`config.mk`:
```
export PLATFORM = sky130hd
export DESIGN_NAME = circle_outline_rasterizer_top
export DESIGN_NICKNAME = d
export VERILOG_FILES = /design/src/sv/cor_pkg.sv /design/src/sv/cor_isqrt.sv /design/src/sv/cor_point.sv /design/src/sv/circle_outline_rasterizer_top.sv
export SDC_FILE = /design/constraint.sdc
export NUM_CORES = 1
export LEC_CHECK = 0
export BUFFER_PORTS_ARGS = -buffer_cell sky130_fd_sc_hd__buf_2
export CORE_ASPECT_RATIO = 0.7
export CORE_MARGIN = 2
export CORE_UTILIZATION = 35
export CTS_BUF_LIST = sky130_fd_sc_hd__clkbuf_4
export CTS_CLUSTER_DIAMETER = 30
export DETAILED_ROUTE_END_ITERATION = 7
export MAX_ROUTING_LAYER = met4
export SLEW_MARGIN = 20
export SYNTH_ARGS = -nofsm -noshare
export SYNTH_HDL_FRONTEND = slang
export SYNTH_HIERARCHICAL = 1
export SYNTH_SLANG_ARGS = --single-unit
```
`constraint.sdc`:
```
create_clock -name clk -period 6.1 [get_ports clk]
set_input_delay 1.22 -clock clk [delete_from_list [all_inputs] [get_ports clk]]
set_output_delay 1.22 -clock clk [all_outputs]
set_load 0.01 [all_outputs]
```
`src/sv/cor_pkg.sv`:
```
package cor_pkg;

  localparam int SCREEN_COLS_DEF = 320;
  localparam int SCREEN_ROWS_DEF = 200;
  localparam int MAX_RADIUS_DEF  = 90;

  localparam int ADDR_W  = 16;
  localparam int COORD_W = 12;
  localparam int RSQ_W   = 14;
  localparam int ROOT_W  = 7;
  localparam int STEP_W  = 6;

  localparam logic [RSQ_W-1:0] SQRT_BIT_FIRST = 14'h1000;

  typedef struct packed {
    logic [8:0]        cx;
    logic [7:0]        cy;
    logic [ROOT_W-1:0] a;
    logic [ROOT_W-1:0] b;
    logic              neg_x;
    logic              neg_y;
  } pt_req_t;

  typedef struct packed {
    logic [ADDR_W-1:0] addr;
    logic              on;
  } pt_res_t;

endpackage

```
`src/sv/cor_isqrt.sv`:
```
module cor_isqrt (
  input  logic        clk,
  input  logic        rst,
  input  logic        start,
  input  logic [13:0] value,
  output logic        done,
  output logic [6:0]  root
);
  import cor_pkg::*;

  logic [RSQ_W-1:0] v;
  logic [RSQ_W-1:0] res;
  logic [RSQ_W-1:0] bitm;
  logic             busy;
  logic [RSQ_W:0]   sum;

  // bit-pair restoring square root, one result bit per cycle
  assign sum  = {1'b0, res} + {1'b0, bitm};
  assign root = res[ROOT_W-1:0];

  always_ff @(posedge clk) begin
    if (rst) begin
      busy <= 1'b0;
      done <= 1'b0;
    end else begin
      done <= busy && (bitm == RSQ_W'(1));
      if (start) begin
        busy <= 1'b1;
      end else if (busy && (bitm == RSQ_W'(1))) begin
        busy <= 1'b0;
      end
    end
  end

  always_ff @(posedge clk) begin
    if (start) begin
      v    <= value;
      res  <= '0;
      bitm <= SQRT_BIT_FIRST;
    end else if (busy) begin
      if ({1'b0, v} >= sum) begin
        v   <= v - sum[RSQ_W-1:0];
        res <= (res >> 1) + bitm;
      end else begin
        res <= res >> 1;
      end
      bitm <= bitm >> 2;
    end
  end

endmodule

```
`src/sv/cor_point.sv`:
```
module cor_point #(
  parameter int SCREEN_COLS = cor_pkg::SCREEN_COLS_DEF,
  parameter int SCREEN_ROWS = cor_pkg::SCREEN_ROWS_DEF
) (
  input  cor_pkg::pt_req_t req,
  output cor_pkg::pt_res_t res
);
  import cor_pkg::*;

  localparam logic [10:0] COLS_C = 11'(SCREEN_COLS);
  localparam logic [10:0] ROWS_C = 11'(SCREEN_ROWS);

  logic [COORD_W-1:0] xs;
  logic [COORD_W-1:0] ys;
  logic               on_x;
  logic               on_y;
  logic [20:0]        row_base;
  logic [20:0]        full_addr;

  assign xs = req.neg_x ? (COORD_W'(req.cx) - COORD_W'(req.a))
                        : (COORD_W'(req.cx) + COORD_W'(req.a));
  assign ys = req.neg_y ? (COORD_W'(req.cy) - COORD_W'(req.b))
                        : (COORD_W'(req.cy) + COORD_W'(req.b));

  // top bit set means negative
  assign on_x = !xs[COORD_W-1] && (xs[10:0] < COLS_C);
  assign on_y = !ys[COORD_W-1] && (ys[10:0] < ROWS_C);

  assign row_base  = {11'b0, ys[9:0]} * {10'b0, COLS_C};
  assign full_addr = row_base + {10'b0, xs[10:0]};

  assign res.on   = on_x && on_y;
  assign res.addr = res.on ? full_addr[ADDR_W-1:0] : '0;

endmodule

```
`src/sv/circle_outline_rasterizer_top.sv`:
```
// Circle outline rasteriser: one request in, one item per row offset out.
// Each step: set up, then the shared square-root unit (seven root bits, then
// done), then the point address unit (one of the eight symmetric points a cycle),
// then the item is held until the receiver takes it.
// A circle has n steps (n <= 64); ready only when idle.
// rst (synchronous) clears the sequencer and the output valid.
module circle_outline_rasterizer_top #(
  parameter int SCREEN_COLS = cor_pkg::SCREEN_COLS_DEF,
  parameter int SCREEN_ROWS = cor_pkg::SCREEN_ROWS_DEF,
  parameter int MAX_RADIUS  = cor_pkg::MAX_RADIUS_DEF
) (
  input  logic         clk,
  input  logic         rst,
  input  logic         s_axis_tvalid,
  output logic         s_axis_tready,
  input  logic [31:0]  s_axis_tdata,  // centre column, centre row, radius, color
  output logic         m_axis_tvalid,
  input  logic         m_axis_tready,
  output logic [143:0] m_axis_tdata,  // addr_right_down, addr_left_down, addr_right_up,
                                      // addr_left_up, addr_down_right, addr_down_left,
                                      // addr_up_right, addr_up_left, in_bounds_mask,
                                      // pixel_color
  output logic         m_axis_tlast   // last_step
);
  import cor_pkg::*;

  typedef enum logic [4:0] {
    S_IDLE = 5'b00001,
    S_SQ   = 5'b00010,
    S_ROOT = 5'b00100,
    S_PTS  = 5'b01000,
    S_OUT  = 5'b10000
  } state_t;

  localparam logic [ROOT_W-1:0] RMAX = ROOT_W'(MAX_RADIUS);

  state_t             state;
  logic [8:0]         cx;
  logic [7:0]         cy;
  logic [7:0]         col;
  logic [RSQ_W-1:0]   r2;
  logic [STEP_W-1:0]  dy;
  logic [ROOT_W-1:0]  dx;
  logic [2:0]         pt;
  logic [ADDR_W-1:0]  addr [8];
  logic [7:0]         mask;
  logic               last;

  logic [ROOT_W-1:0]  in_rad;
  logic [ROOT_W-1:0]  r_sat;
  logic [RSQ_W-1:0]   rsq;
  logic [11:0]        dy2;
  logic [RSQ_W-1:0]   dy2_ext;
  logic [RSQ_W-1:0]   rad_in;
  logic               sq_start;
  logic               sq_done;
  logic [ROOT_W-1:0]  sq_root;
  logic [ROOT_W-1:0]  dy_ext;
  logic [ROOT_W-1:0]  dy_inc;
  pt_req_t            preq;
  pt_res_t            pres;

  assign in_rad  = s_axis_tdata[23:17];
  assign r_sat   = (in_rad > RMAX) ? RMAX : in_rad;
  assign rsq     = {7'b0, r_sat} * {7'b0, r_sat};
  assign dy2     = {6'b0, dy} * {6'b0, dy};
  assign dy2_ext = {2'b0, dy2};
  assign rad_in  = (dy2_ext <= r2) ? (r2 - dy2_ext) : '0;
  assign sq_start = (state == S_SQ);

  cor_isqrt u_isqrt (
    .clk   (clk),
    .rst   (rst),
    .start (sq_start),
    .value (rad_in),
    .done  (sq_done),
    .root  (sq_root)
  );

  // pt[2] swaps the roles of dx and dy, pt[0] mirrors x, pt[1] mirrors y
  assign dy_ext     = {1'b0, dy};
  assign dy_inc     = dy_ext + ROOT_W'(1);
  assign preq.cx    = cx;
  assign preq.cy    = cy;
  assign preq.a     = pt[2] ? dy_ext : dx;
  assign preq.b     = pt[2] ? dx : dy_ext;
  assign preq.neg_x = pt[0];
  assign preq.neg_y = pt[1];

  cor_point #(
    .SCREEN_COLS (SCREEN_COLS),
    .SCREEN_ROWS (SCREEN_ROWS)
  ) u_point (
    .req (preq),
    .res (pres)
  );

  always_ff @(posedge clk) begin
    if (rst) begin
      state <= S_IDLE;
    end else begin
      case (state)
        S_IDLE: begin
          if (s_axis_tvalid) begin
            state <= S_SQ;
          end
        end
        S_SQ: begin
          state <= S_ROOT;
        end
        S_ROOT: begin
          if (sq_done) begin
            state <= S_PTS;
          end
        end
        S_PTS: begin
          if (pt == 3'd7) begin
            state <= S_OUT;
          end
        end
        S_OUT: begin
          if (m_axis_tready) begin
            state <= last ? S_IDLE : S_SQ;
          end
        end
        default: begin
          state <= S_IDLE;
        end
      endcase
    end
  end

  always_ff @(posedge clk) begin
    case (state)
      S_IDLE: begin
        if (s_axis_tvalid) begin
          cx  <= s_axis_tdata[8:0];
          cy  <= s_axis_tdata[16:9];
          col <= s_axis_tdata[31:24];
          r2  <= rsq;
          dy  <= '0;
        end
      end
      S_ROOT: begin
        if (sq_done) begin
          dx   <= sq_root;
          pt   <= '0;
          mask <= '0;
        end
      end
      S_PTS: begin
        addr[pt]  <= pres.addr;
        mask[pt]  <= pres.on;
        pt        <= pt + 3'd1;
        if (pt == 3'd7) begin
          last <= (dy_inc >= dx) || (dy == '1);
        end
      end
      S_OUT: begin
        if (m_axis_tready && !last) begin
          dy <= dy + STEP_W'(1);
        end
      end
      default: begin
      end
    endcase
  end

  assign s_axis_tready = (state == S_IDLE);
  assign m_axis_tvalid = (state == S_OUT);
  assign m_axis_tlast  = last;
  assign m_axis_tdata  = {col, mask, addr[7], addr[6], addr[5], addr[4],
                          addr[3], addr[2], addr[1], addr[0]};

  a_no_overlap: assert property (@(posedge clk) disable iff (rst)
    !(s_axis_tready && m_axis_tvalid))
    else $error("input ready while a step item is pending");

  a_continue: assert property (@(posedge clk) disable iff (rst)
    m_axis_tvalid && m_axis_tready && !m_axis_tlast |=> (state == S_SQ))
    else $error("sequencer left the circle before its last step");

  a_step_cap: assert property (@(posedge clk) disable iff (rst)
    m_axis_tvalid && (dy == '1) |-> m_axis_tlast)
    else $error("step cap reached without last_step");

  a_root_wait: assert property (@(posedge clk) disable iff (rst)
    sq_done |-> (state == S_ROOT))
    else $error("square root finished outside the wait state");

  a_off_zero: assert property (@(posedge clk) disable iff (rst)
    m_axis_tvalid && !mask[0] |-> (addr[0] == '0))
    else $error("off-screen point carries a nonzero address");

endmodule

```
==> metrics <==
status finished, final reports clean; hold buffers post-CTS 0; Pwr Density 529 mW/mm²; TritonRoute pass-1 iters 5; Avg Cell Area, Syn 11.1 µm²; post-synthesis mux area share 1.91%; post-CTS sizing 0; pre-CTS setup slack 0.452 ns; antenna violations before repair 1; Worst setup EP type flip-flop; min Tclk post-route 5.62 ns; postcts setup bufs 0; worst hold path stage count 0; Synth Register Bits 233; Final period util 92.1%; post-DR vias/cell 5.03; CP Class flip-flop to flip-flop; final WL 35700 µm; vias in the first global route 10359; Leak 7.02 nW; multi-input combinational cell area 0.00720 mm²; crit-path max cell delay 0.54 ns; Worst-Skew Late Latency 0.74 ns; fin util 41.3%; FILL cells 3970; asr flop ratio synth 0%; FMAX 178 MHz; largest family of logic cells by synthesized area adder cells; final count of pins violating max slew 0; placed insts 2022; final setup TNS 0 ns; CTS sink cnt 233; Area growth syn-to-layout 16.2%; H-tree Lvls 2; Post-Syn Area 0.0146 mm²; commonest non-fill, non-tap cell in the layout edfxtp_1; Chip Width 248 µm; critical path launch point type flip-flop; Cell Rows 62; post-synthesis compound-gate area fraction 13.2%; syn nets 1515; register area share after synthesis 46.0%; Finished Layout Cells 2126; starting density of the core 35.6%; total die area 0.0434 mm²; Setup violations, final 0; fin worst setup slack 0.480 ns; layout net count 1738; # DRC 0; sequential cell area 0.00672 mm²; gr ovfl total 0; RSZ-0062 raised after global routing false; r2r worst-path depth 21; ANT nets after route 0; Setup Skew 0.0795 ns; top_reg_cell synth edfxtp_1; die height 175 µm; Worst EP arrival 6.11 ns; clock buffer depth 3; cell count after synthesis 1315; buffers added on ports 182; Hold WS 0.499 ns; DR vias 10689; DP Wirelength 27000 µm; Worst Path Max Fanout 10; max cap viols 0; largest net degree at the start of global routing 49; CTS Buf Count 58; sequence of cells on the critical path nand2_1 > xnor2_1 > ha_1 > inv_1 > fa_1 > fa_1 > inv_1 > ha_1 > a21o_1 > a21oi_1 > o21ai_0 > o41ai_1 > xnor2_1 > ha_1 > a21oi_1 > o21ai_0 > a21o_1 > a2111oi_4 > nor2_1 > a211o_1 > a311o_1; IO Count 183; Slowest cell on crit path fa_1; CTS tree yes; Syn. warnings 6; most frequent cells in the layout edfxtp_1 (205), buf_2 (182), ha_1 (135); final hold vios 0; Post-synth EDFFs 205; Worst EP required 6.59 ns; Slew HR 33.8%; area share of and/or/nand/nor cells after synthesis 13.0%; XOR/XNOR Fraction of Synth Area 5.31%; Synth cell types 93; GR Util All Layers 16.8%; Worst-path clk slew 0.07 ns; most frequent CP cell ha_1; Wirelength per Cell 16.8 µm; Least-Margin Pin Slew 0.993 ns; DRT iter0 DRCs 691; share of post-route cells with drive strength above 1 23.7%; Max IR drop VDD 0.000339 V; core footprint 0.0410 mm²; root buffer cell clkbuf_4; Post-Synth Adder-Cell Area 15.5%; first-pass GRT wire length 56000 µm; GPL Wtd Cong 0.850; worst hold path class flip-flop to flip-flop
==> final cells by class <==
type / count / share of cell area [%]
Multi-Input combinational cell: 912 / 42.4
Antenna cell: 1 / 0.0148
Clock buffer: 86 / 3.81
Sequential cell: 233 / 39.6
Timing Repair Buffer: 212 / 6.70
Clock inverter: 17 / 0.723
Tap cell: 544 / 4.01
Inverter: 121 / 2.69
==> registers in the layout (all words and copies together), names as in the netlist <==
name	count
addr	128
u_isqrt/res	14
u_isqrt/v	14
r2	13
cx	9
col	8
cy	8
mask	8
dx	7
u_isqrt/bitm	7
dy	6
state	5
pt	3
m_axis_tlast	1
u_isqrt/busy	1
u_isqrt/done	1
==> worst paths after layout <==
path,start,end,slack (ns)
worst min-delay path,u_isqrt/res[0]$_SDFFE_PP0P_,dx[0]$_DFFE_PP_,0.50
worst max-delay path,dy[4]$_SDFFCE_PN0P_,u_isqrt/v[7]$_DFFE_PP_,0.48
worst min register to register,u_isqrt/res[0]$_SDFFE_PP0P_,dx[0]$_DFFE_PP_,0.50
worst max register to register,dy[4]$_SDFFCE_PN0P_,u_isqrt/v[7]$_DFFE_PP_,0.48
==> worst max-delay path: cells and delay by family, from the launching register on <==
| kind | cells | cell delay [ns] |
|---|---|---|
| buffers and inverters | 2 | 0.09 |
| AOI/OAI and AO/OA | 10 | 2.30 |
| adders and majority gates | 5 | 1.91 |
| xor gates and xnor gates | 2 | 0.33 |
| DFF | 1 | 0.51 |
| and+or+nand+nor | 2 | 0.24 |
==> Yosys cell counts, types with 9 or more instances <==
master      n  area, µm²
a211oi_1   16        120
a21o_1     19        143
a21oi_1    56        280
a31oi_1    20        125
and2_1     26        163
and3_1      9       56.3
clkbuf_1   20       75.1
dfxtp_1    28        561
edfxtp_1  205       6160
fa_1       29        581
ha_1      135       1690
inv_1     116        435
mux2i_1    20        200
nand2_1    86        323
nand2b_1   14       87.6
nand3_1    16       80.1
nand4_1    12       75.1
nor2_1     97        364
nor2b_1    25        156
nor3_1     20        100
nor4_1     12       75.1
nor4_2     10        125
o211ai_1   12       90.1
o21a_1     10       75.1
o21ai_0    56        280
xnor2_1    52        455
xor2_1     32        280
==> logic make-up (layout without fill, tap and decap cells) <==
kind of cell | Yosys count | after routing
compound gates | 274 | 274
mux | 27 | 27
xor+xnor | 86 | 86
other cells | 0 | 1
buf+inv | 170 | 436
flops | 233 | 233
fa+ha+maj | 164 | 164
simple gates | 361 | 361
==> power by group <==
group | internal (mW) | total [mW] | switching [mW]
logic | 2.03 | 5.10 | 3.06
registers | 2.31 | 2.52 | 0.210
clock network | 0.728 | 1.36 | 0.635
==> layer usage <==
metal,GRT usage [%],share of wire (%),vias up
met5,-,0,-
met4,4.07,1.3,0
met3,2.89,4.7,39
met2,24.9,45,260
met1,23.8,49,5141
li1,-,-,5249
==> per-stage QoR <==
step,power [mW],area (µm²)
floorplan,6.46,14600
global placement,7.52,16200
detailed placement,7.60,16200
CTS,9.02,16900
global route,9.76,17000
finish,8.98,17000
No activity file was read; power rests on OpenSTA's default activity.
